File: src/rtl/core/utf16_to_utf32_decoder_core_macros.svh
// ----------------------------------------------------------------------------
// utf16_to_utf32_decoder_core_macros
// Assertion macros of the decoder core; empty for synthesis.
// ----------------------------------------------------------------------------
`ifndef UTF16_TO_UTF32_DECODER_CORE_MACROS_SVH
`define UTF16_TO_UTF32_DECODER_CORE_MACROS_SVH

`ifndef SYNTHESIS

`define U16DEC_ASSERT_SAME(label, clk, rst, ante, cons) \
   label: assert property (@(posedge clk) disable iff (rst) (ante) |-> (cons)) \
      else $error("u16dec assertion failed");

`define U16DEC_ASSERT_NEXT(label, clk, rst, ante, cons) \
   label: assert property (@(posedge clk) disable iff (rst) (ante) |=> (cons)) \
      else $error("u16dec assertion failed");

`else

`define U16DEC_ASSERT_SAME(label, clk, rst, ante, cons)

`define U16DEC_ASSERT_NEXT(label, clk, rst, ante, cons)

`endif

`endif

File: src/rtl/core/u16dec_pkg.sv
// ----------------------------------------------------------------------------
// u16dec_pkg
// Types and constants of the UTF-16 / Latin-1 to UTF-32 decoder core.
// ----------------------------------------------------------------------------
package u16dec_pkg;

   localparam int unsigned POSITION_WIDTH_DEFAULT = 16;
   localparam int unsigned UNIT_WIDTH             = 16;
   localparam int unsigned BYTE_WIDTH             = 8;
   localparam int unsigned CODE_POINT_WIDTH       = 21;
   localparam int unsigned ERROR_KIND_WIDTH       = 3;
   localparam int unsigned SURR_BITS              = 10;
   localparam int unsigned CSR_INDEX_WIDTH        = 2;
   localparam int unsigned CSR_DATA_WIDTH         = 1;

   localparam logic [CSR_INDEX_WIDTH-1:0] CSR_SURROGATE_DECODE = 2'd0;
   localparam logic [CSR_INDEX_WIDTH-1:0] CSR_BYTE_SOURCE      = 2'd1;

   localparam logic [UNIT_WIDTH-1:0] UNIT_BOM         = 16'hFEFF;
   localparam logic [UNIT_WIDTH-1:0] UNIT_BOM_SWAPPED = 16'hFFFE;
   localparam logic [UNIT_WIDTH-1:0] HIGH_SURR_FIRST  = 16'hD800;
   localparam logic [UNIT_WIDTH-1:0] LOW_SURR_FIRST   = 16'hDC00;
   localparam logic [UNIT_WIDTH-1:0] LOW_SURR_LAST    = 16'hDFFF;

   localparam logic [CODE_POINT_WIDTH-1:0] SUPP_PLANE_BASE = 21'h10000;

   typedef enum logic [ERROR_KIND_WIDTH-1:0] {
      ERR_NONE           = 3'd0,
      ERR_BOM            = 3'd1,
      ERR_LONE_LOW       = 3'd2,
      ERR_END_AFTER_HIGH = 3'd3,
      ERR_HIGH_NO_LOW    = 3'd4
   } error_kind_type;

   typedef struct packed {
      logic surrogate_decode;
      logic byte_source;
   } cfg_type;

   typedef struct packed {
      logic [CODE_POINT_WIDTH-1:0] code_point;
      error_kind_type              error_kind;
      logic                        result_last;
   } result_type;

endpackage

File: src/rtl/core/u16dec_req_if.sv
// ----------------------------------------------------------------------------
// u16dec_req_if
// Input channel: one code unit per transfer.
// ----------------------------------------------------------------------------
interface u16dec_req_if;
   import u16dec_pkg::*;

   logic                  valid;
   logic                  ready;
   logic [UNIT_WIDTH-1:0] code_unit;
   logic                  unit_last;

   modport source (output valid, output code_unit, output unit_last, input ready);
   modport sink   (input valid, input code_unit, input unit_last, output ready);
endinterface

File: src/rtl/core/u16dec_rsp_if.sv
// ----------------------------------------------------------------------------
// u16dec_rsp_if
// Result channel: one code point or error report per transfer.
// ----------------------------------------------------------------------------
interface u16dec_rsp_if #(
   parameter int unsigned POSITION_WIDTH = u16dec_pkg::POSITION_WIDTH_DEFAULT
);
   import u16dec_pkg::*;

   logic                        valid;
   logic                        ready;
   logic [CODE_POINT_WIDTH-1:0] code_point;
   logic [ERROR_KIND_WIDTH-1:0] error_kind;
   logic [POSITION_WIDTH-1:0]   error_position;
   logic                        result_last;

   modport source (output valid, output code_point, output error_kind,
                   output error_position, output result_last, input ready);
   modport sink   (input valid, input code_point, input error_kind,
                   input error_position, input result_last, output ready);
endinterface

File: src/rtl/core/u16dec_csr_if.sv
// ----------------------------------------------------------------------------
// u16dec_csr_if
// Configuration write channel: register index and write data.
// ----------------------------------------------------------------------------
interface u16dec_csr_if;
   import u16dec_pkg::*;

   logic                       valid;
   logic                       ready;
   logic [CSR_INDEX_WIDTH-1:0] index;
   logic [CSR_DATA_WIDTH-1:0]  data;

   modport source (output valid, output index, output data, input ready);
   modport sink   (input valid, input index, input data, output ready);
endinterface

File: src/rtl/core/u16dec_csr.sv
// ----------------------------------------------------------------------------
// u16dec_csr
// Configuration registers: surrogate decoding enable and byte source select.
// ----------------------------------------------------------------------------
module u16dec_csr (
   input  logic                clock,
   input  logic                reset,
   u16dec_csr_if.sink          csr_bus,
   output u16dec_pkg::cfg_type cfg
);
   import u16dec_pkg::*;

   cfg_type cfg_ff;
   cfg_type cfg_in;
   logic    write;

   assign csr_bus.ready = !reset;
   assign write         = csr_bus.valid;

   always_comb begin
      cfg_in = cfg_ff;
      if (write) begin
         case (csr_bus.index)
            CSR_SURROGATE_DECODE: cfg_in.surrogate_decode = csr_bus.data[0];
            CSR_BYTE_SOURCE:      cfg_in.byte_source      = csr_bus.data[0];
            default:              cfg_in = cfg_ff;
         endcase
      end
   end

   always_ff @(posedge clock) begin
      if (reset) begin
         cfg_ff.surrogate_decode <= 1'b1;
         cfg_ff.byte_source      <= 1'b0;
      end else begin
         cfg_ff <= cfg_in;
      end
   end

   assign cfg = cfg_ff;
endmodule

File: src/rtl/core/u16dec_decode.sv
// ----------------------------------------------------------------------------
// u16dec_decode
// Per-unit decode and string state: pending high surrogate, index, discard.
// ----------------------------------------------------------------------------
`include "utf16_to_utf32_decoder_core_macros.svh"

module u16dec_decode #(
   parameter int unsigned POSITION_WIDTH = u16dec_pkg::POSITION_WIDTH_DEFAULT
) (
   input  logic                                   clock,
   input  logic                                   reset,
   input  u16dec_pkg::cfg_type                    cfg,
   input  logic [u16dec_pkg::UNIT_WIDTH-1:0]      code_unit,
   input  logic                                   unit_last,
   input  logic                                   step,
   output logic                                   produce,
   output u16dec_pkg::result_type                 result,
   output logic [POSITION_WIDTH-1:0]              error_position
);
   import u16dec_pkg::*;

   localparam logic [POSITION_WIDTH-1:0] POS_MAX = '1;

   logic                      high_pending_ff, high_pending_in;
   logic [SURR_BITS-1:0]      high_bits_ff, high_bits_in;
   logic [POSITION_WIDTH-1:0] unit_index_ff, unit_index_in;
   logic                      discarding_ff, discarding_in;

   logic                        is_bom, is_high, is_low;
   logic                        emit, fail, hold;
   error_kind_type              kind;
   logic [CODE_POINT_WIDTH-1:0] cp;
   logic [POSITION_WIDTH-1:0]   index_adv;

   assign is_bom  = (code_unit == UNIT_BOM) || (code_unit == UNIT_BOM_SWAPPED);
   assign is_high = (code_unit >= HIGH_SURR_FIRST) && (code_unit < LOW_SURR_FIRST);
   assign is_low  = (code_unit >= LOW_SURR_FIRST) && (code_unit <= LOW_SURR_LAST);
   assign index_adv = (unit_index_ff == POS_MAX) ? unit_index_ff
                                                 : unit_index_ff + POSITION_WIDTH'(1);

   always_comb begin
      emit = 1'b0;
      fail = 1'b0;
      hold = 1'b0;
      kind = ERR_NONE;
      cp   = '0;
      if (discarding_ff) begin
         emit = 1'b0;
      end else if (cfg.byte_source || !cfg.surrogate_decode) begin
         emit = 1'b1;
         cp   = cfg.byte_source
              ? {{(CODE_POINT_WIDTH-BYTE_WIDTH){1'b0}}, code_unit[BYTE_WIDTH-1:0]}
              : {{(CODE_POINT_WIDTH-UNIT_WIDTH){1'b0}}, code_unit};
      end else if (high_pending_ff) begin
         if (!is_low) begin
            fail = 1'b1;
            kind = ERR_HIGH_NO_LOW;
         end else begin
            emit = 1'b1;
            cp   = {1'b0, high_bits_ff, code_unit[SURR_BITS-1:0]} + SUPP_PLANE_BASE;
         end
      end else if (is_bom) begin
         fail = 1'b1;
         kind = ERR_BOM;
      end else if (is_high) begin
         if (unit_last) begin
            fail = 1'b1;
            kind = ERR_END_AFTER_HIGH;
         end else begin
            hold = 1'b1;
         end
      end else if (is_low) begin
         fail = 1'b1;
         kind = ERR_LONE_LOW;
      end else begin
         emit = 1'b1;
         cp   = {{(CODE_POINT_WIDTH-UNIT_WIDTH){1'b0}}, code_unit};
      end
   end

   assign produce            = emit || fail;
   assign result.code_point  = fail ? '0 : cp;
   assign result.error_kind  = kind;
   assign result.result_last = fail || unit_last;
   assign error_position     = fail ? unit_index_ff : '0;

   always_comb begin
      if (unit_last) begin
         unit_index_in   = '0;
         high_pending_in = 1'b0;
         high_bits_in    = '0;
         discarding_in   = 1'b0;
      end else begin
         unit_index_in   = index_adv;
         high_pending_in = hold;
         high_bits_in    = hold ? code_unit[SURR_BITS-1:0] : '0;
         discarding_in   = discarding_ff || fail;
      end
   end

   always_ff @(posedge clock) begin
      if (reset) begin
         high_pending_ff <= 1'b0;
         high_bits_ff    <= '0;
         unit_index_ff   <= '0;
         discarding_ff   <= 1'b0;
      end else if (step) begin
         high_pending_ff <= high_pending_in;
         high_bits_ff    <= high_bits_in;
         unit_index_ff   <= unit_index_in;
         discarding_ff   <= discarding_in;
      end
   end

   `U16DEC_ASSERT_SAME(a_error_shape, clock, reset, produce && (kind != ERR_NONE), (result.code_point == '0) && result.result_last)
   `U16DEC_ASSERT_SAME(a_discard_silent, clock, reset, discarding_ff, !produce)
   `U16DEC_ASSERT_NEXT(a_string_end_clears, clock, reset, step && unit_last, (unit_index_ff == '0) && !high_pending_ff && !discarding_ff)
   `U16DEC_ASSERT_NEXT(a_high_held, clock, reset, step && hold, high_pending_ff && (high_bits_ff == $past(code_unit[SURR_BITS-1:0])))
endmodule

File: src/rtl/core/u16dec_out_reg.sv
// ----------------------------------------------------------------------------
// u16dec_out_reg
// Result register driving the result channel.
// ----------------------------------------------------------------------------
module u16dec_out_reg #(
   parameter int unsigned POSITION_WIDTH = u16dec_pkg::POSITION_WIDTH_DEFAULT
) (
   input  logic                          clock,
   input  logic                          reset,
   input  logic                          load,
   input  u16dec_pkg::result_type        result,
   input  logic [POSITION_WIDTH-1:0]     error_position,
   output logic                          out_free,
   u16dec_rsp_if.source                  rsp_bus
);
   import u16dec_pkg::*;

   logic                      valid_ff;
   result_type                result_ff;
   logic [POSITION_WIDTH-1:0] position_ff;

   assign out_free = !valid_ff || rsp_bus.ready;

   always_ff @(posedge clock) begin
      if (reset) begin
         valid_ff <= 1'b0;
      end else if (load) begin
         valid_ff <= 1'b1;
      end else if (rsp_bus.ready) begin
         valid_ff <= 1'b0;
      end
   end

   always_ff @(posedge clock) begin
      if (load) begin
         result_ff   <= result;
         position_ff <= error_position;
      end
   end

   assign rsp_bus.valid          = valid_ff;
   assign rsp_bus.code_point     = result_ff.code_point;
   assign rsp_bus.error_kind     = result_ff.error_kind;
   assign rsp_bus.error_position = position_ff;
   assign rsp_bus.result_last    = result_ff.result_last;
endmodule

File: src/rtl/core/utf16_to_utf32_decoder_core.sv
// ----------------------------------------------------------------------------
// utf16_to_utf32_decoder_core
// UTF-16 / Latin-1 to UTF-32 decoder with surrogate pair checking.
// ----------------------------------------------------------------------------
// Usage:
//   req_bus carries one code unit per transfer; unit_last marks string end.
//   rsp_bus carries one code point, or an error kind and unit position, per
//   transfer; result_last marks the last result of a string and every error.
//   csr_bus writes register 0 (surrogate_decode) or 1 (byte_source); write
//   only while no unit is in flight.
//   A unit passes the input register, then the result register, before its
//   result is valid on rsp_bus. Throughput: one unit per cycle while rsp_bus
//   is ready, set by the single decode step between the two registers.
//   A held high surrogate and units dropped after an error give no result.
//   Reset: both registers empty, string state cleared, surrogate_decode = 1,
//   byte_source = 0; no channel is ready while reset is high.
//   Stall: when rsp_bus.ready is low the result register holds; the input
//   register then fills and req_bus.ready drops until the result moves.
// ----------------------------------------------------------------------------
module utf16_to_utf32_decoder_core #(
   parameter int unsigned POSITION_WIDTH = u16dec_pkg::POSITION_WIDTH_DEFAULT
) (
   input  logic         clock,
   input  logic         reset,
   u16dec_req_if.sink   req_bus,
   u16dec_rsp_if.source rsp_bus,
   u16dec_csr_if.sink   csr_bus
);
   import u16dec_pkg::*;

   logic                      in_valid_ff;
   logic [UNIT_WIDTH-1:0]     in_unit_ff;
   logic                      in_last_ff;
   logic                      accept;
   logic                      step;
   logic                      produce;
   logic                      out_free;
   cfg_type                   cfg;
   result_type                result;
   logic [POSITION_WIDTH-1:0] error_position;

   assign step          = in_valid_ff && (!produce || out_free);
   assign req_bus.ready = !reset && (!in_valid_ff || step);
   assign accept        = req_bus.valid && req_bus.ready;

   always_ff @(posedge clock) begin
      if (reset) begin
         in_valid_ff <= 1'b0;
      end else if (accept) begin
         in_valid_ff <= 1'b1;
      end else if (step) begin
         in_valid_ff <= 1'b0;
      end
   end

   always_ff @(posedge clock) begin
      if (accept) begin
         in_unit_ff <= req_bus.code_unit;
         in_last_ff <= req_bus.unit_last;
      end
   end

   u16dec_csr u_csr (
      .clock   (clock),
      .reset   (reset),
      .csr_bus (csr_bus),
      .cfg     (cfg)
   );

   u16dec_decode #(
      .POSITION_WIDTH (POSITION_WIDTH)
   ) u_decode (
      .clock          (clock),
      .reset          (reset),
      .cfg            (cfg),
      .code_unit      (in_unit_ff),
      .unit_last      (in_last_ff),
      .step           (step),
      .produce        (produce),
      .result         (result),
      .error_position (error_position)
   );

   u16dec_out_reg #(
      .POSITION_WIDTH (POSITION_WIDTH)
   ) u_out_reg (
      .clock          (clock),
      .reset          (reset),
      .load           (step && produce),
      .result         (result),
      .error_position (error_position),
      .out_free       (out_free),
      .rsp_bus        (rsp_bus)
   );
endmodule
File: src/flat_wrapper.sv
// flat-port wrapper written by rule: the top's interface ports become plain ports
module utf16_to_utf32_decoder_core_flat import u16dec_pkg::*;
#(
   parameter int unsigned POSITION_WIDTH = u16dec_pkg::POSITION_WIDTH_DEFAULT
)
  (clock, reset, req_bus_valid, req_bus_code_unit, req_bus_unit_last, req_bus_ready, rsp_bus_valid, rsp_bus_code_point, rsp_bus_error_kind, rsp_bus_error_position, rsp_bus_result_last, rsp_bus_ready, csr_bus_valid, csr_bus_index, csr_bus_data, csr_bus_ready);
  u16dec_req_if req_bus_i ();
  u16dec_rsp_if #(.POSITION_WIDTH(POSITION_WIDTH)) rsp_bus_i ();
  u16dec_csr_if csr_bus_i ();
  input  logic clock;
  input  logic reset;
  input wire logic [$bits(req_bus_i.valid)-1:0] req_bus_valid;
  input wire logic [$bits(req_bus_i.code_unit)-1:0] req_bus_code_unit;
  input wire logic [$bits(req_bus_i.unit_last)-1:0] req_bus_unit_last;
  output wire logic [$bits(req_bus_i.ready)-1:0] req_bus_ready;
  output wire logic [$bits(rsp_bus_i.valid)-1:0] rsp_bus_valid;
  output wire logic [$bits(rsp_bus_i.code_point)-1:0] rsp_bus_code_point;
  output wire logic [$bits(rsp_bus_i.error_kind)-1:0] rsp_bus_error_kind;
  output wire logic [$bits(rsp_bus_i.error_position)-1:0] rsp_bus_error_position;
  output wire logic [$bits(rsp_bus_i.result_last)-1:0] rsp_bus_result_last;
  input wire logic [$bits(rsp_bus_i.ready)-1:0] rsp_bus_ready;
  input wire logic [$bits(csr_bus_i.valid)-1:0] csr_bus_valid;
  input wire logic [$bits(csr_bus_i.index)-1:0] csr_bus_index;
  input wire logic [$bits(csr_bus_i.data)-1:0] csr_bus_data;
  output wire logic [$bits(csr_bus_i.ready)-1:0] csr_bus_ready;
  assign req_bus_i.valid = req_bus_valid;
  assign req_bus_i.code_unit = req_bus_code_unit;
  assign req_bus_i.unit_last = req_bus_unit_last;
  assign req_bus_ready = req_bus_i.ready;
  assign rsp_bus_valid = rsp_bus_i.valid;
  assign rsp_bus_code_point = rsp_bus_i.code_point;
  assign rsp_bus_error_kind = rsp_bus_i.error_kind;
  assign rsp_bus_error_position = rsp_bus_i.error_position;
  assign rsp_bus_result_last = rsp_bus_i.result_last;
  assign rsp_bus_i.ready = rsp_bus_ready;
  assign csr_bus_i.valid = csr_bus_valid;
  assign csr_bus_i.index = csr_bus_index;
  assign csr_bus_i.data = csr_bus_data;
  assign csr_bus_ready = csr_bus_i.ready;
  utf16_to_utf32_decoder_core #(.POSITION_WIDTH(POSITION_WIDTH)) u_core (.clock(clock), .reset(reset), .req_bus(req_bus_i), .rsp_bus(rsp_bus_i), .csr_bus(csr_bus_i));
endmodule
File: config.mk
export PLATFORM = sky130hd
export DESIGN_NAME = utf16_to_utf32_decoder_core_flat
export DESIGN_NICKNAME = d
export VERILOG_FILES = /design/src/rtl/core/u16dec_pkg.sv /design/src/rtl/core/u16dec_req_if.sv /design/src/rtl/core/u16dec_rsp_if.sv /design/src/rtl/core/u16dec_csr_if.sv /design/src/rtl/core/u16dec_csr.sv /design/src/rtl/core/u16dec_decode.sv /design/src/rtl/core/u16dec_out_reg.sv /design/src/rtl/core/utf16_to_utf32_decoder_core.sv /design/src/flat_wrapper.sv
export VERILOG_INCLUDE_DIRS = /design/src /design/src/rtl/core
export SDC_FILE = /design/constraint.sdc
export NUM_CORES = 1
export LEC_CHECK = 0
export BUFFER_PORTS_ARGS = -buffer_cell sky130_fd_sc_hd__buf_4
export CORE_MARGIN = 2
export CORE_UTILIZATION = 34
export CTS_CLUSTER_DIAMETER = 80
export DETAILED_ROUTE_END_ITERATION = 16
export PLACE_DENSITY = 0.57
export SLEW_MARGIN = 20
export SYNTH_ARGS = -nofsm -noshare
export SYNTH_HDL_FRONTEND = slang
export SYNTH_SLANG_ARGS = --single-unit
File: constraint.sdc
create_clock -name clock -period 8 [get_ports clock]
set_input_delay 0.8 -clock clock [delete_from_list [all_inputs] [get_ports clock]]
set_output_delay 0.8 -clock clock [all_outputs]
set_load 0.005 [all_outputs]
==> flow_metrics.env <==
export IMPL_floorplan_io_pins=69
export IMPL_power_switching_fraction=0.221
export IMPL_cts_bufs_inserted=9
export IMPL_drt_pass1_iter_count=4
export IMPL_clkPwrFrac=0.373
export IMPL_routed_via_density=5.04
export IMPL_syn_area_mm2=0.00379
export IMPL_cp_max_fo=30
export IMPL_synth_edf_count=58
export IMPL_finalHoldViolCount=0
export IMPL_setup_worst_path_start_class="register"
export IMPL_finalSetupViolCount=0
export IMPL_clock_skew_ns=0.0116
export IMPL_postCtsHoldBufs=0
export IMPL_grt_total_usage=0.149
export IMPL_timing_slew_headroom=0.261
export IMPL_layoutNonFillerInstCount=529
export IMPL_netlist_instances=315
export IMPL_cts_sink_count=90
export IMPL_die_height_um=110
export IMPL_gp_congestion=0.860
export IMPL_postSynth_topFlopCell="edfxtp_1"
export IMPL_die_x_um=110
export IMPL_cts_buffer_depth=2
export IMPL_hp_class="reg -> reg"
export IMPL_cap_viol_max_count=0
export IMPL_multi_input_comb_area_mm2=0.00132
export IMPL_worst_slew_pin_transition_ns=1.10
export IMPL_num_antenna_cells=0
export IMPL_tritoncts="built"
export IMPL_final_min_period_over_clock_period=0.389
export IMPL_timing_critical_path_to_type="register"
export IMPL_status="finished clean"
export IMPL_antenna_found_initial=0
export IMPL_io_buffers=68
export IMPL_synth_distinct_cells=51
export IMPL_syn_avg_cell_area_um2=12.0
export IMPL_seq_area_mm2=0.00238
export IMPL_powerDensity_mw_per_mm2=197
export IMPL_mappedNetlistNets=342
export IMPL_drc=0
export IMPL_timing_critical_path_arrival_ns=3.14
export IMPL_synth_seq_cells=90
export IMPL_dr_first_iter_drc_count=139
export IMPL_max_freq_ghz=0.322
export IMPL_final_period_minus_worst_setup_slack_ns=3.11
export IMPL_clkTransAtPathRegs_ns=0.09
export IMPL_clkLatencyLatePin_ns=0.37
export IMPL_power_static_leakage_uw=0.00160
export IMPL_dp_final_hpwl_um=5900
export IMPL_dpl_cell_count=513
export IMPL_p_comb_frac=0.061
export IMPL_critPathRequiredTime_ns=8.03
export IMPL_yosysWarnings=0
export IMPL_setup_bufs_post_cts=0
export IMPL_initial_core_util=0.349
export IMPL_worst_ir_drop_vdd_uv=78.8
export IMPL_drtAntennaViolNets=0
export IMPL_drive_gt1_frac=0.244
export IMPL_cts_htree_levels=3
export IMPL_grt_pass1_vias=2601
export IMPL_number_of_standard_cell_rows_in_the_floorplan=38
export IMPL_power_report_internal_total_uw=713
export IMPL_grt_pass1_wl_um=13300
export IMPL_fp_coreArea_mm2=0.0108
export IMPL_clockRootBuffer="clkbuf_8"
export IMPL_wl_per_cell_um=15.6
export IMPL_setup_cp_type="reg -> reg"
export IMPL_grt_start_max_net_pins=31
export IMPL_maxSlewViolCount=0
export IMPL_post_cts_resized_instances=0
export IMPL_layout_nets=411
export IMPL_syn2layout_area_growth_pct=22.6
export IMPL_design_die_area_mm2=0.0120
export IMPL_grt_overflow_total=0
export IMPL_p_total_uw=916
export IMPL_fin_tns_setup_ns=0
export IMPL_routed_wl_um=8280
export IMPL_route_vias_total=2664
export IMPL_synthArstFlopShare=0
export IMPL_synth_seq_area_share=0.629
export IMPL_setup_repair_after_global_routing_missed_its_margin="no"
export IMPL_power_net_switching_uw=203
export IMPL_seq_power_share=0.566
export IMPL_fillers=1035
-- worst max-delay path, cell delays in order, from the launching register on --
cell,delay (ns)
edfxtp_1,0.57
nor3_4,0.27
a31oi_1,0.16
nand2b_1,0.41
nor3b_2,0.82
buf_4,0.51
-- metrics by stage --
step | setup slack, ns | hold slack (ns) | area, um2 | util
floorplan | 3.13 | 0.449 | 3790 | -
global placement | 4.83 | 0.462 | 4430 | 0.408
detailed placement | 4.72 | 0.468 | 4430 | 0.408
CTS | 4.84 | 0.492 | 4640 | 0.428
global route | 4.63 | 0.508 | 4640 | 0.428
finish | 4.89 | 0.493 | 4640 | 0.428
-- logic make-up after synthesis --
group / Yosys count / synth area share
flops: 90 / 0.629
compound gates: 65 / 0.118
xor+xnor: 5 / 0.0116
fa+ha+maj: 2 / 0.00660
mux: 2 / 0.00528
buf+inv: 19 / 0.0248
simple gates: 132 / 0.205
-- final timing paths --
kind	startpoint	depth (start not counted)	slack, ns	end
worst max-delay path	u_core.in_unit_ff[13]	5	4.89	u_core.u_out_reg.rsp_bus.code_point[7]
worst min-delay path	u_core.u_decode.high_bits_ff[1]	1	0.49	u_core.u_decode.high_bits_ff[1]
worst max register to register	u_core.in_unit_ff[13]	5	4.89	u_core.u_out_reg.rsp_bus.code_point[7]
worst min register to register	u_core.u_decode.high_bits_ff[1]	1	0.49	u_core.u_decode.high_bits_ff[1]
-- per-layer routing --
layer | global-route usage | vias up | wire length (um)
met5 | 0 | - | 0
met4 | 0.0904 | 0 | 123
met3 | 0.0255 | 10 | 306
met2 | 0.213 | 54 | 3670
met1 | 0.211 | 1275 | 4170
li1 | - | 1325 | -
-- synthesized netlist by cell type (all sizes together) (6+ instances only) --
| cell | instances | share of area |
|---|---|---|
| nand4 | 6 | 0.0099 |
| dfxtp | 32 | 0.17 |
| nand2 | 22 | 0.022 |
| nor2 | 19 | 0.019 |
| or3 | 6 | 0.0099 |
| a21oi | 20 | 0.026 |
| o21ai | 11 | 0.015 |
| a31oi | 7 | 0.012 |
| and2 | 10 | 0.017 |
| nor4 | 6 | 0.013 |
| or4 | 9 | 0.019 |
| nor2b | 16 | 0.026 |
| nand3 | 9 | 0.012 |
| inv | 7 | 0.0069 |
| edfxtp | 58 | 0.46 |
| nand2b | 6 | 0.012 |
| nor3 | 6 | 0.011 |
| buf | 7 | 0.013 |
| a22o | 10 | 0.023 |
-- power groups by stage --
stage	registers (uW)	clock network [uW]	logic, uW
final	518	342	56.2
after global placement	528	0	56.4
after global routing	520	364	62.5
after detailed placement	529	0	57.1
after CTS	518	350	57.4
after floorplan	527	0	26.0
-- sequential cells by signal, summed over array words and instances (netlist names) --
register / cells
u_core.u_out_reg.rsp_bus.code_point: 21
u_core.in_unit_ff: 16
u_core.u_decode.unit_index_ff: 16
u_core.u_out_reg.rsp_bus.error_position: 16
u_core.u_decode.high_bits_ff: 10
u_core.u_out_reg.rsp_bus.error_kind: 3
u_core.u_csr.cfg: 2
u_core.in_last_ff: 1
u_core.in_valid_ff: 1
u_core.u_decode.discarding_ff: 1
u_core.u_decode.high_pending_ff: 1
u_core.u_out_reg.rsp_bus.result_last: 1
u_core.u_out_reg.rsp_bus.valid: 1
-- cells in the final DEF (no fill, tap or decap), types with 8 or more instances in the layout --
master    synthesis  layout
edfxtp_1         58      58
dfxtp_1          32      32
a22o_1           10      10
nor2_1           19      19
nand2_1          22      22
clkbuf_8          0       9
a21oi_1          20      20
nor2b_1          16      16
or4_1             8       8
o21ai_0          11      11
buf_4             3      70
nand3_1           9       9
and2_1           10      10
-- area by class of cell --
| class | count | share of cell area |
|---|---|---|
| flip-flops and latches | 90 | 0.513 |
| multi-input cells | 206 | 0.284 |
| repair buffers | 70 | 0.113 |
| clock inverters | 6 | 0.0191 |
| clock buffers | 10 | 0.0275 |
| inverters | 7 | 0.00566 |
| well taps | 140 | 0.0377 |
Power figures use the tool's default switching activity.
